File: src/md5_pkg.sv
// shared types, constants and round helpers of the md5 hash engine
package md5_pkg;

  // one 64-byte block: 16 little-endian words of 4 bytes
  typedef logic [15:0][3:0][7:0] blk_t;

  // chaining words or working words, index 0 = a
  typedef logic [3:0][31:0] chain_t;

  // push side of the block queue
  typedef struct packed {
    logic push;
    logic fin;
    blk_t blk;
  } qpush_t;

  // head side of the block queue
  typedef struct packed {
    logic valid;
    logic fin;
    blk_t blk;
  } qhead_t;

  typedef enum logic [2:0] {
    F_IDLE,
    F_FULL,
    F_MARK,
    F_SPILL,
    F_LEN
  } front_state_t;

  typedef enum logic [1:0] {
    C_IDLE,
    C_ROUND,
    C_ADD,
    C_OUT
  } core_state_t;

  localparam int QUEUE_DEPTH_DEF = 2;

  localparam logic [7:0] PAD_MARK   = 8'h80;
  localparam logic [5:0] LAST_POS   = 6'd63;
  localparam logic [5:0] SPILL_POS  = 6'd56;
  localparam logic [5:0] LAST_ROUND = 6'd63;
  localparam logic [1:0] LAST_WIDX  = 2'd3;

  localparam chain_t IV_INIT = {32'h10325476, 32'h98badcfe, 32'hefcdab89, 32'h67452301};

  localparam logic [31:0] K_TAB [64] = '{
    32'hd76aa478, 32'he8c7b756, 32'h242070db, 32'hc1bdceee,
    32'hf57c0faf, 32'h4787c62a, 32'ha8304613, 32'hfd469501,
    32'h698098d8, 32'h8b44f7af, 32'hffff5bb1, 32'h895cd7be,
    32'h6b901122, 32'hfd987193, 32'ha679438e, 32'h49b40821,
    32'hf61e2562, 32'hc040b340, 32'h265e5a51, 32'he9b6c7aa,
    32'hd62f105d, 32'h02441453, 32'hd8a1e681, 32'he7d3fbc8,
    32'h21e1cde6, 32'hc33707d6, 32'hf4d50d87, 32'h455a14ed,
    32'ha9e3e905, 32'hfcefa3f8, 32'h676f02d9, 32'h8d2a4c8a,
    32'hfffa3942, 32'h8771f681, 32'h6d9d6122, 32'hfde5380c,
    32'ha4beea44, 32'h4bdecfa9, 32'hf6bb4b60, 32'hbebfbc70,
    32'h289b7ec6, 32'heaa127fa, 32'hd4ef3085, 32'h04881d05,
    32'hd9d4d039, 32'he6db99e5, 32'h1fa27cf8, 32'hc4ac5665,
    32'hf4292244, 32'h432aff97, 32'hab9423a7, 32'hfc93a039,
    32'h655b59c3, 32'h8f0ccc92, 32'hffeff47d, 32'h85845dd1,
    32'h6fa87e4f, 32'hfe2ce6e0, 32'ha3014314, 32'h4e0811a1,
    32'hf7537e82, 32'hbd3af235, 32'h2ad7d2bb, 32'heb86d391
  };

  localparam logic [4:0] ROT_TAB [16] = '{
    5'd7, 5'd12, 5'd17, 5'd22,
    5'd5, 5'd9,  5'd14, 5'd20,
    5'd4, 5'd11, 5'd16, 5'd23,
    5'd6, 5'd10, 5'd15, 5'd21
  };

  function automatic logic [31:0] rotl32(input logic [31:0] v, input logic [4:0] n);
    return (v << n) | (v >> (6'd32 - {1'b0, n}));
  endfunction

  // message word used by a round
  function automatic logic [3:0] msg_idx(input logic [5:0] r);
    logic [3:0] idx;
    case (r[5:4])
      2'd0:    idx = r[3:0];
      2'd1:    idx = 4'(r[3:0] * 4'd5 + 4'd1);
      2'd2:    idx = 4'(r[3:0] * 4'd3 + 4'd5);
      default: idx = 4'(r[3:0] * 4'd7);
    endcase
    return idx;
  endfunction

endpackage

File: src/md5_chan_if.sv
// valid/ready channel interfaces for message bytes and digest words
interface md5_in_if;
  logic       valid;
  logic       ready;
  logic [7:0] data_byte;
  logic       has_byte;
  logic       is_last;

  modport source (output valid, output data_byte, output has_byte, output is_last,
                  input ready);
  modport sink (input valid, input data_byte, input has_byte, input is_last,
                output ready);
endinterface

interface md5_out_if;
  logic        valid;
  logic        ready;
  logic [31:0] digest_word;
  logic [1:0]  word_index;
  logic        last_word;

  modport source (output valid, output digest_word, output word_index, output last_word,
                  input ready);
  modport sink (input valid, input digest_word, input word_index, input last_word,
                output ready);
endinterface

File: src/md5_front.sv
// byte packer and padding sequencer feeding the block queue
module md5_front (
  input  logic            clk,
  input  logic            rst_n,
  md5_in_if.sink          in_if,
  input  logic            q_full,
  output md5_pkg::qpush_t q_push
);

  md5_pkg::front_state_t state_r, state_nxt;
  md5_pkg::blk_t         buf_r, buf_nxt;
  logic [5:0]            pos_r, pos_nxt;
  logic [63:0]           len_r, len_nxt;
  logic                  last_r, last_nxt;
  logic                  acc;

  assign acc = in_if.valid && in_if.ready;

  // next state
  always_comb begin
    state_nxt = state_r;
    case (state_r)
      md5_pkg::F_IDLE: begin
        if (acc) begin
          if (in_if.has_byte && pos_r == md5_pkg::LAST_POS) begin
            state_nxt = md5_pkg::F_FULL;
          end else if (in_if.is_last) begin
            state_nxt = md5_pkg::F_MARK;
          end
        end
      end
      md5_pkg::F_FULL: begin
        if (!q_full) begin
          state_nxt = last_r ? md5_pkg::F_MARK : md5_pkg::F_IDLE;
        end
      end
      md5_pkg::F_MARK: begin
        state_nxt = (pos_r >= md5_pkg::SPILL_POS) ? md5_pkg::F_SPILL : md5_pkg::F_LEN;
      end
      md5_pkg::F_SPILL: begin
        if (!q_full) begin
          state_nxt = md5_pkg::F_LEN;
        end
      end
      md5_pkg::F_LEN: begin
        if (!q_full) begin
          state_nxt = md5_pkg::F_IDLE;
        end
      end
      default: state_nxt = md5_pkg::F_IDLE;
    endcase
  end

  // outputs and datapath
  always_comb begin
    in_if.ready = (state_r == md5_pkg::F_IDLE);
    buf_nxt     = buf_r;
    pos_nxt     = pos_r;
    len_nxt     = len_r;
    last_nxt    = last_r;
    q_push.push = 1'b0;
    q_push.fin  = 1'b0;
    q_push.blk  = buf_r;
    case (state_r)
      md5_pkg::F_IDLE: begin
        if (acc) begin
          last_nxt = in_if.is_last;
          if (in_if.has_byte) begin
            buf_nxt[pos_r[5:2]][pos_r[1:0]] = in_if.data_byte;
            pos_nxt = pos_r + 6'd1;
            len_nxt = len_r + 64'd8;
          end
        end
      end
      md5_pkg::F_FULL, md5_pkg::F_SPILL: begin
        if (!q_full) begin
          q_push.push = 1'b1;
          buf_nxt     = '0;
          pos_nxt     = '0;
        end
      end
      md5_pkg::F_MARK: begin
        buf_nxt[pos_r[5:2]][pos_r[1:0]] = md5_pkg::PAD_MARK;
        pos_nxt = pos_r + 6'd1;
      end
      md5_pkg::F_LEN: begin
        q_push.blk[14] = len_r[31:0];
        q_push.blk[15] = len_r[63:32];
        q_push.fin     = 1'b1;
        if (!q_full) begin
          q_push.push = 1'b1;
          buf_nxt     = '0;
          pos_nxt     = '0;
          len_nxt     = '0;
          last_nxt    = 1'b0;
        end
      end
      default: ;
    endcase
  end

  always_ff @(posedge clk) begin
    if (!rst_n) begin
      state_r <= md5_pkg::F_IDLE;
      buf_r   <= '0;
      pos_r   <= '0;
      len_r   <= '0;
      last_r  <= 1'b0;
    end else begin
      state_r <= state_nxt;
      buf_r   <= buf_nxt;
      pos_r   <= pos_nxt;
      len_r   <= len_nxt;
      last_r  <= last_nxt;
    end
  end

endmodule

File: src/md5_blkq.sv
// short queue of full blocks between the packer and the round engine
module md5_blkq #(
  parameter int DEPTH = md5_pkg::QUEUE_DEPTH_DEF
) (
  input  logic            clk,
  input  logic            rst_n,
  input  md5_pkg::qpush_t q_push,
  input  logic            q_pop,
  output logic            q_full,
  output md5_pkg::qhead_t q_head
);

  localparam int PW = (DEPTH > 1) ? $clog2(DEPTH) : 1;
  localparam int CW = $clog2(DEPTH + 1);

  md5_pkg::blk_t mem_r [DEPTH];
  logic          fin_r [DEPTH];
  logic [PW-1:0] wptr_r, rptr_r;
  logic [CW-1:0] cnt_r;
  logic          push_ok, pop_ok;

  assign q_full       = (cnt_r == CW'(DEPTH));
  assign push_ok      = q_push.push && !q_full;
  assign pop_ok       = q_pop && (cnt_r != '0);
  assign q_head.valid = (cnt_r != '0);
  assign q_head.fin   = fin_r[rptr_r];
  assign q_head.blk   = mem_r[rptr_r];

  function automatic logic [PW-1:0] ptr_inc(input logic [PW-1:0] p);
    return (p == PW'(DEPTH - 1)) ? '0 : p + 1'b1;
  endfunction

  always_ff @(posedge clk) begin
    if (push_ok) begin
      mem_r[wptr_r] <= q_push.blk;
      fin_r[wptr_r] <= q_push.fin;
    end
  end

  always_ff @(posedge clk) begin
    if (!rst_n) begin
      wptr_r <= '0;
      rptr_r <= '0;
      cnt_r  <= '0;
    end else begin
      if (push_ok) begin
        wptr_r <= ptr_inc(wptr_r);
      end
      if (pop_ok) begin
        rptr_r <= ptr_inc(rptr_r);
      end
      case ({push_ok, pop_ok})
        2'b10:   cnt_r <= cnt_r + 1'b1;
        2'b01:   cnt_r <= cnt_r - 1'b1;
        default: cnt_r <= cnt_r;
      endcase
    end
  end

endmodule

File: src/md5_core.sv
// md5 round engine: one round per cycle, chaining fold and digest output
module md5_core (
  input  logic            clk,
  input  logic            rst_n,
  input  md5_pkg::qhead_t q_head,
  output logic            q_pop,
  md5_out_if.source       out_if
);

  md5_pkg::core_state_t state_r, state_nxt;
  md5_pkg::chain_t      chain_r, chain_nxt;
  md5_pkg::chain_t      regs_r, regs_nxt;
  logic [5:0]           rnd_r, rnd_nxt, rnd_inc;
  logic [31:0]          km_r, km_nxt;
  logic                 fin_r, fin_nxt;
  logic [1:0]           widx_r, widx_nxt;
  logic [31:0]          f_val, sum_val, new_b;

  assign rnd_inc = rnd_r + 6'd1;

  // round function
  always_comb begin
    case (rnd_r[5:4])
      2'd0:    f_val = (regs_r[1] & regs_r[2]) | (~regs_r[1] & regs_r[3]);
      2'd1:    f_val = (regs_r[1] & regs_r[3]) | (regs_r[2] & ~regs_r[3]);
      2'd2:    f_val = regs_r[1] ^ regs_r[2] ^ regs_r[3];
      default: f_val = regs_r[2] ^ (regs_r[1] | ~regs_r[3]);
    endcase
    sum_val = regs_r[0] + f_val + km_r;
    new_b   = regs_r[1] + md5_pkg::rotl32(sum_val, md5_pkg::ROT_TAB[{rnd_r[5:4], rnd_r[1:0]}]);
  end

  // next state
  always_comb begin
    state_nxt = state_r;
    case (state_r)
      md5_pkg::C_IDLE: begin
        if (q_head.valid) begin
          state_nxt = md5_pkg::C_ROUND;
        end
      end
      md5_pkg::C_ROUND: begin
        if (rnd_r == md5_pkg::LAST_ROUND) begin
          state_nxt = md5_pkg::C_ADD;
        end
      end
      md5_pkg::C_ADD: begin
        state_nxt = fin_r ? md5_pkg::C_OUT : md5_pkg::C_IDLE;
      end
      md5_pkg::C_OUT: begin
        if (out_if.ready && widx_r == md5_pkg::LAST_WIDX) begin
          state_nxt = md5_pkg::C_IDLE;
        end
      end
      default: state_nxt = md5_pkg::C_IDLE;
    endcase
  end

  // outputs
  always_comb begin
    q_pop              = (state_r == md5_pkg::C_ROUND) && (rnd_r == md5_pkg::LAST_ROUND);
    out_if.valid       = (state_r == md5_pkg::C_OUT);
    out_if.digest_word = chain_r[widx_r];
    out_if.word_index  = widx_r;
    out_if.last_word   = (widx_r == md5_pkg::LAST_WIDX);
  end

  // datapath
  always_comb begin
    chain_nxt = chain_r;
    regs_nxt  = regs_r;
    rnd_nxt   = rnd_r;
    km_nxt    = km_r;
    fin_nxt   = fin_r;
    widx_nxt  = widx_r;
    case (state_r)
      md5_pkg::C_IDLE: begin
        if (q_head.valid) begin
          regs_nxt = chain_r;
          rnd_nxt  = '0;
          km_nxt   = md5_pkg::K_TAB[0] + q_head.blk[md5_pkg::msg_idx(6'd0)];
          fin_nxt  = q_head.fin;
        end
      end
      md5_pkg::C_ROUND: begin
        regs_nxt[0] = regs_r[3];
        regs_nxt[1] = new_b;
        regs_nxt[2] = regs_r[1];
        regs_nxt[3] = regs_r[2];
        rnd_nxt     = rnd_inc;
        km_nxt      = md5_pkg::K_TAB[rnd_inc] + q_head.blk[md5_pkg::msg_idx(rnd_inc)];
      end
      md5_pkg::C_ADD: begin
        for (int i = 0; i < 4; i++) begin
          chain_nxt[i] = chain_r[i] + regs_r[i];
        end
        widx_nxt = '0;
      end
      md5_pkg::C_OUT: begin
        if (out_if.ready) begin
          widx_nxt = widx_r + 2'd1;
          if (widx_r == md5_pkg::LAST_WIDX) begin
            chain_nxt = md5_pkg::IV_INIT;
          end
        end
      end
      default: ;
    endcase
  end

  always_ff @(posedge clk) begin
    regs_r <= regs_nxt;
    km_r   <= km_nxt;
  end

  always_ff @(posedge clk) begin
    if (!rst_n) begin
      state_r <= md5_pkg::C_IDLE;
      chain_r <= md5_pkg::IV_INIT;
      rnd_r   <= '0;
      fin_r   <= 1'b0;
      widx_r  <= '0;
    end else begin
      state_r <= state_nxt;
      chain_r <= chain_nxt;
      rnd_r   <= rnd_nxt;
      fin_r   <= fin_nxt;
      widx_r  <= widx_nxt;
    end
  end

endmodule

File: src/md5_hash_engine_unit.sv
// top level of the streaming md5 hash engine
// usage:
//   in_if carries one beat per message byte (data_byte, has_byte) with is_last
//   on the final beat; a beat with has_byte low and is_last high ends a message
//   without adding a byte, and a beat with both low does nothing
//   out_if gives four beats per message, chaining words a, b, c, d in order,
//   word_index 0..3 and last_word on the d word; each word's bytes low first
// throughput:
//   the packer takes one byte per cycle while in_if.ready is high and hands each
//   full 64-byte block to the queue in a separate state; the round engine
//   loads each block, runs its 64 rounds and folds the result, so a long message
//   is limited by the round loop; the block queue lets packing of the next
//   block overlap the rounds of the current one
// after the last beat:
//   padding writes the pad mark and the length, then one or two blocks run
//   through the round engine, then the digest beats start
// reset: synchronous, active low; the chaining words return to the standard
//   initial vector and all counters and the queue clear
// stall: with out_if.ready low the digest word holds; the round engine waits,
//   the queue fills and in_if.ready then drops in the packer
module md5_hash_engine_unit #(
  parameter int QUEUE_DEPTH = md5_pkg::QUEUE_DEPTH_DEF
) (
  input logic        clk,
  input logic        rst_n,
  md5_in_if.sink     in_if,
  md5_out_if.source  out_if
);

  // block queue handshake between packer and round engine
  md5_pkg::qpush_t q_push;
  md5_pkg::qhead_t q_head;
  logic            q_full;
  logic            q_pop;

  // front: byte packing, length count and padding
  md5_front u_front (
    .clk    (clk),
    .rst_n  (rst_n),
    .in_if  (in_if),
    .q_full (q_full),
    .q_push (q_push)
  );

  // queue of complete blocks
  md5_blkq #(
    .DEPTH (QUEUE_DEPTH)
  ) u_blkq (
    .clk    (clk),
    .rst_n  (rst_n),
    .q_push (q_push),
    .q_pop  (q_pop),
    .q_full (q_full),
    .q_head (q_head)
  );

  // back: compression rounds and digest beats
  md5_core u_core (
    .clk    (clk),
    .rst_n  (rst_n),
    .q_head (q_head),
    .q_pop  (q_pop),
    .out_if (out_if)
  );

endmodule

File: src/flat_wrapper.sv
// flat-port wrapper written by rule: the top's interface ports become plain ports
module md5_hash_engine_unit_flat 
#(
  parameter int QUEUE_DEPTH = md5_pkg::QUEUE_DEPTH_DEF
)
  (clk, rst_n, in_if_valid, in_if_data_byte, in_if_has_byte, in_if_is_last, in_if_ready, out_if_valid, out_if_digest_word, out_if_word_index, out_if_last_word, out_if_ready);
  md5_in_if in_if_i ();
  md5_out_if out_if_i ();
  input logic clk;
  input logic rst_n;
  input wire logic [$bits(in_if_i.valid)-1:0] in_if_valid;
  input wire logic [$bits(in_if_i.data_byte)-1:0] in_if_data_byte;
  input wire logic [$bits(in_if_i.has_byte)-1:0] in_if_has_byte;
  input wire logic [$bits(in_if_i.is_last)-1:0] in_if_is_last;
  output wire logic [$bits(in_if_i.ready)-1:0] in_if_ready;
  output wire logic [$bits(out_if_i.valid)-1:0] out_if_valid;
  output wire logic [$bits(out_if_i.digest_word)-1:0] out_if_digest_word;
  output wire logic [$bits(out_if_i.word_index)-1:0] out_if_word_index;
  output wire logic [$bits(out_if_i.last_word)-1:0] out_if_last_word;
  input wire logic [$bits(out_if_i.ready)-1:0] out_if_ready;
  assign in_if_i.valid = in_if_valid;
  assign in_if_i.data_byte = in_if_data_byte;
  assign in_if_i.has_byte = in_if_has_byte;
  assign in_if_i.is_last = in_if_is_last;
  assign in_if_ready = in_if_i.ready;
  assign out_if_valid = out_if_i.valid;
  assign out_if_digest_word = out_if_i.digest_word;
  assign out_if_word_index = out_if_i.word_index;
  assign out_if_last_word = out_if_i.last_word;
  assign out_if_i.ready = out_if_ready;
  md5_hash_engine_unit #(.QUEUE_DEPTH(QUEUE_DEPTH)) u_core (.clk(clk), .rst_n(rst_n), .in_if(in_if_i), .out_if(out_if_i));
endmodule
File: config.mk
export PLATFORM = sky130hd
export DESIGN_NAME = md5_hash_engine_unit_flat
export DESIGN_NICKNAME = d
export VERILOG_FILES = /design/src/md5_pkg.sv /design/src/md5_chan_if.sv /design/src/md5_front.sv /design/src/md5_blkq.sv /design/src/md5_core.sv /design/src/md5_hash_engine_unit.sv /design/src/flat_wrapper.sv
export SDC_FILE = /design/constraint.sdc
export NUM_CORES = 2
export LEC_CHECK = 0
export ABC_CLOCK_PERIOD_IN_PS = 35100
export BUFFER_PORTS_ARGS = -buffer_cell sky130_fd_sc_hd__buf_2
export CORE_AREA = 3 3 492 494
export CTS_CLUSTER_DIAMETER = 80
export DETAILED_ROUTE_END_ITERATION = 7
export DIE_AREA = 0 0 495 497
export MAX_ROUTING_LAYER = met4
export PLACE_DENSITY = 0.51
export SYNTH_ARGS = -nofsm -noshare
export SYNTH_HDL_FRONTEND = slang
export SYNTH_SLANG_ARGS = --single-unit
File: constraint.sdc
create_clock -name clk -period 35.1 [get_ports clk]
set_input_delay 1.755 -clock clk [delete_from_list [all_inputs] [get_ports clk]]
set_output_delay 1.755 -clock clk [all_outputs]
set_load 0.02 [all_outputs]
==> reports/results.tsv <==
stage	metric	value	unit
outcome	status	completed	
logic_synthesis	synth_edf_count	1186	
worst_setup_path	crit_arrival	10680	ps
worst_setup_path	crit_start	u_core.u_core.rnd_r[4]	
worst_setup_path	crit_path_max_incr_delay	600	ps
logic_synthesis	netlist_instances	8839	
timing	final_hold_viol_count	0	
cts	clk_latency	880	ps
worst_setup_path	crit_type	flop to flop	
cts	post_cts_buffers	0	
cts	cts.sinks	1913	
pwr	ir_drop	0.152	mV
layout	seqCellArea	0.0502	mm2
die	start_util	39.9	%
cts	h-tree-depth	4	
global_routing	grt_pass1_vias	67300	
placement	place.port_buffers	50	
worst_setup_path	r2r_setup_slack	25010	ps
timing	finalCritPeriodShare	28.7	%
die	die_area	0.246	mm2
routing	drt_iter0_drc	6334	
logic_synthesis	ys_types	103	
logic_synthesis	syn_area_per_cell	10.7	um2
logic_synthesis	ys_ff_latch	1913	
worst_setup_path	path_max_fanout	48	
logic_synthesis	syn_nets	9148	
logic_synthesis	synth_most_common_cell	nor2_1	
layout	layout-drive-gt1-share	11.4	%
routing	antenna_left	0	
layout	postLayoutCoreUtil	44.2	%
timing	setup_viol	0	
logic_synthesis	yosysSeqAreaShare	52.8	%
global_routing	overflow	0	
pwr	power_density	111	mW/mm2
routing	drtPass1Iterations	6	
layout	syn_to_final_growth	10.6	%
timing	max_freq	99.1	MHz
cts	cts_resized	0	
layout	n_fill_cell	22200	
timing	final_max_slew_viol_count	0	
placement	gp_congestion	0.940	
worst_setup_path	slowest_stage	buf_4	
global_routing	grt_pass1_wl	449000	um
die	fp.dieH	497	um
global_routing	antenna_found_initial	10	
routing	vias_per_cell	5.86	
routing	vias	70000	
timing	fin_worst_skew	68.0	ps
global_routing	gr-usage-all-layers	24.6	%
min_path	worstHoldPathType	flop to flop	
cts	cts_inserted_buffers	206	
logic_synthesis	yosys-top-cells-area	edfxtp_1 37%, dfxtp_1 15%, mux4_2 6.5%, nor2_1 4.9%, nand2_1 3.8%	
logic_synthesis	synth_top_cell_area_share	37.5	%
logic_synthesis	synth_area_leader_cell	edfxtp_1	
worst_setup_path	reg2reg_from	u_core.u_core.rnd_r[4]	
routing	drc	0	
routing	post_drt_wl_per_cell	25.2	um
worst_setup_path	r2r.worst_path.cells	35	
timing	final.min_clock_period	10090	ps
cts	root_buffer	clkbuf_16	
logic_synthesis	ys.warnings.count	0	
worst_setup_path	cp.required	35690	ps
logic_synthesis	synth_common_cells	1242 x nor2_1, 1186 x edfxtp_1, 952 x nand2_1	
worst_setup_path	r2r-end	u_core.u_core.regs_r[62]	
layout	multi_input_comb_area	0.0421	mm2
logic_synthesis	synth_async_sr_flop_share	0	%
timing	tightestPinTransition	1250	ps
worst_setup_path	end_kind	flop	
pwr	p_leak	0.0366	uW
worst_setup_path	worstSetupStartpointType	flop	
cts	cts_buffer_depth	3	
global_routing	grt_max_degree	165	
timing	maxSlewHeadroom	15.5	%
timing	totalNegativeSetupSlack	0	ps
timing	rsz0062_at_grt	false	
die	ios	51	
logic_synthesis	netlist_area	0.0950	mm2
placement	hpwl	196000	um
die	core_area	0.238	mm2
run	max_cap_violations	0	
cts	cts_tree	yes	
cts	path_clk_slew	60	ps
routing	routed_wl	301000	um
die	rows	179	
die	die_w	495	um
worst_setup_path	crit_end	u_core.u_core.regs_r[62]	
cts	hold_buffers	0	
logic_synthesis	synth_ff_type	edfxtp_1	
layout	nNetsFinal	8903	
cell families after synthesis:
group | Yosys count | share of synthesized area [%]
AOI/OAI and AO/OA | 2249 | 15.3
xor gates and xnor gates | 312 | 2.90
adders and majority gates | 325 | 4.54
buffers and inverters | 772 | 3.23
DFF | 1913 | 52.8
muxes | 518 | 9.22
and+or+nand+nor | 2750 | 12.0
area by class of cell:
type / count / area share, %
Antenna cell: 5 / 0.0119
Clock buffer: 287 / 5.58
Clock inverter: 103 / 1.05
Inverter: 133 / 0.482
Multi-Input combinational cell: 6154 / 40.1
Sequential cell: 1913 / 47.7
Tap cell: 3167 / 3.77
Timing Repair Buffer: 186 / 1.29
flip-flops by register name, summed over array words and instances, names as in the netlist, 2 cells and up, named ones only:
signal / cells
u_core.u_blkq.cnt_r: 2
u_core.u_front.state_r: 3
u_core.u_front.buf_r: 64
u_core.u_core.state_r: 2
u_core.u_core.chain_r: 128
u_core.u_blkq.fin_r: 2
u_core.u_front.len_r: 61
u_core.u_core.rnd_r: 6
u_core.u_core.km_r: 32
u_core.u_core.regs_r: 128
u_core.u_blkq.mem_r: 1024
u_core.u_front.q_push: 448
u_core.u_front.pos_r: 6
u_core.u_core.out_if.word_index: 2
worst min path at each step:
stage | startpoint | end | slack, ps | cells past startpoint
floorplan | u_core.u_front.q_push[0] | u_core.u_blkq.mem_r[0][0] | 430 | 0
global placement | u_core.u_front.q_push[348] | u_core.u_blkq.mem_r[0][348] | 430 | 0
detailed placement | u_core.u_front.q_push[340] | u_core.u_blkq.mem_r[0][340] | 440 | 0
CTS | u_core.u_front.q_push[24] | u_core.u_blkq.mem_r[1][24] | 420 | 0
global route | u_core.u_front.q_push[71] | u_core.u_blkq.mem_r[0][71] | 450 | 0
finish | u_core.u_front.q_push[71] | u_core.u_blkq.mem_r[0][71] | 430 | 0
power by group:
part	switching, uW	leakage (uW)	internal (uW)
clock	924	0.00343	1280
sequential	218	0.0162	2780
combinational	4190	0.0169	2300
layout by cell type (no fill, tap or decap), types with 210 or more instances in the layout:
master / netlist / routed
o21ai_0: 406 / 403
a31oi_1: 439 / 439
ha_1: 252 / 251
mux4_2: 276 / 276
dfxtp_1: 727 / 722
a21oi_1: 483 / 483
nand2_1: 952 / 938
clkbuf_16: 0 / 210
nor2_1: 1242 / 1237
edfxtp_1: 1186 / 1186
per-stage QoR:
stage	power [uW]	hold WS (ps)	area, um2	setup WS, ps	std cells
3_5_place_dp	9480	438	98200	25120	11600
3_3_place_gp	9470	429	98200	25060	11600
4_1_cts	11700	418	105000	25110	11900
5_1_grt	12500	449	105000	24360	11900
6_report	11700	433	105000	25010	11900
2_1_floorplan	7560	425	95000	10680	8839
critical path, delay by kind of cell (launching register included):
family / cells / cell delay [ps]
fa+ha+maj: 4 / 1530
flops: 1 / 570
compound gates: 18 / 4010
buf+inv: 3 / 1380
mux: 1 / 450
simple gates: 6 / 1220
xor+xnor: 3 / 630
per-layer routing:
metal	wire length [um]	GRT usage, %
met5	0	-
met1	137000	34.2
met3	15500	2.62
met2	142000	38.5
met4	7090	6.22
Note: power is estimated with default switching activity, not from simulation.
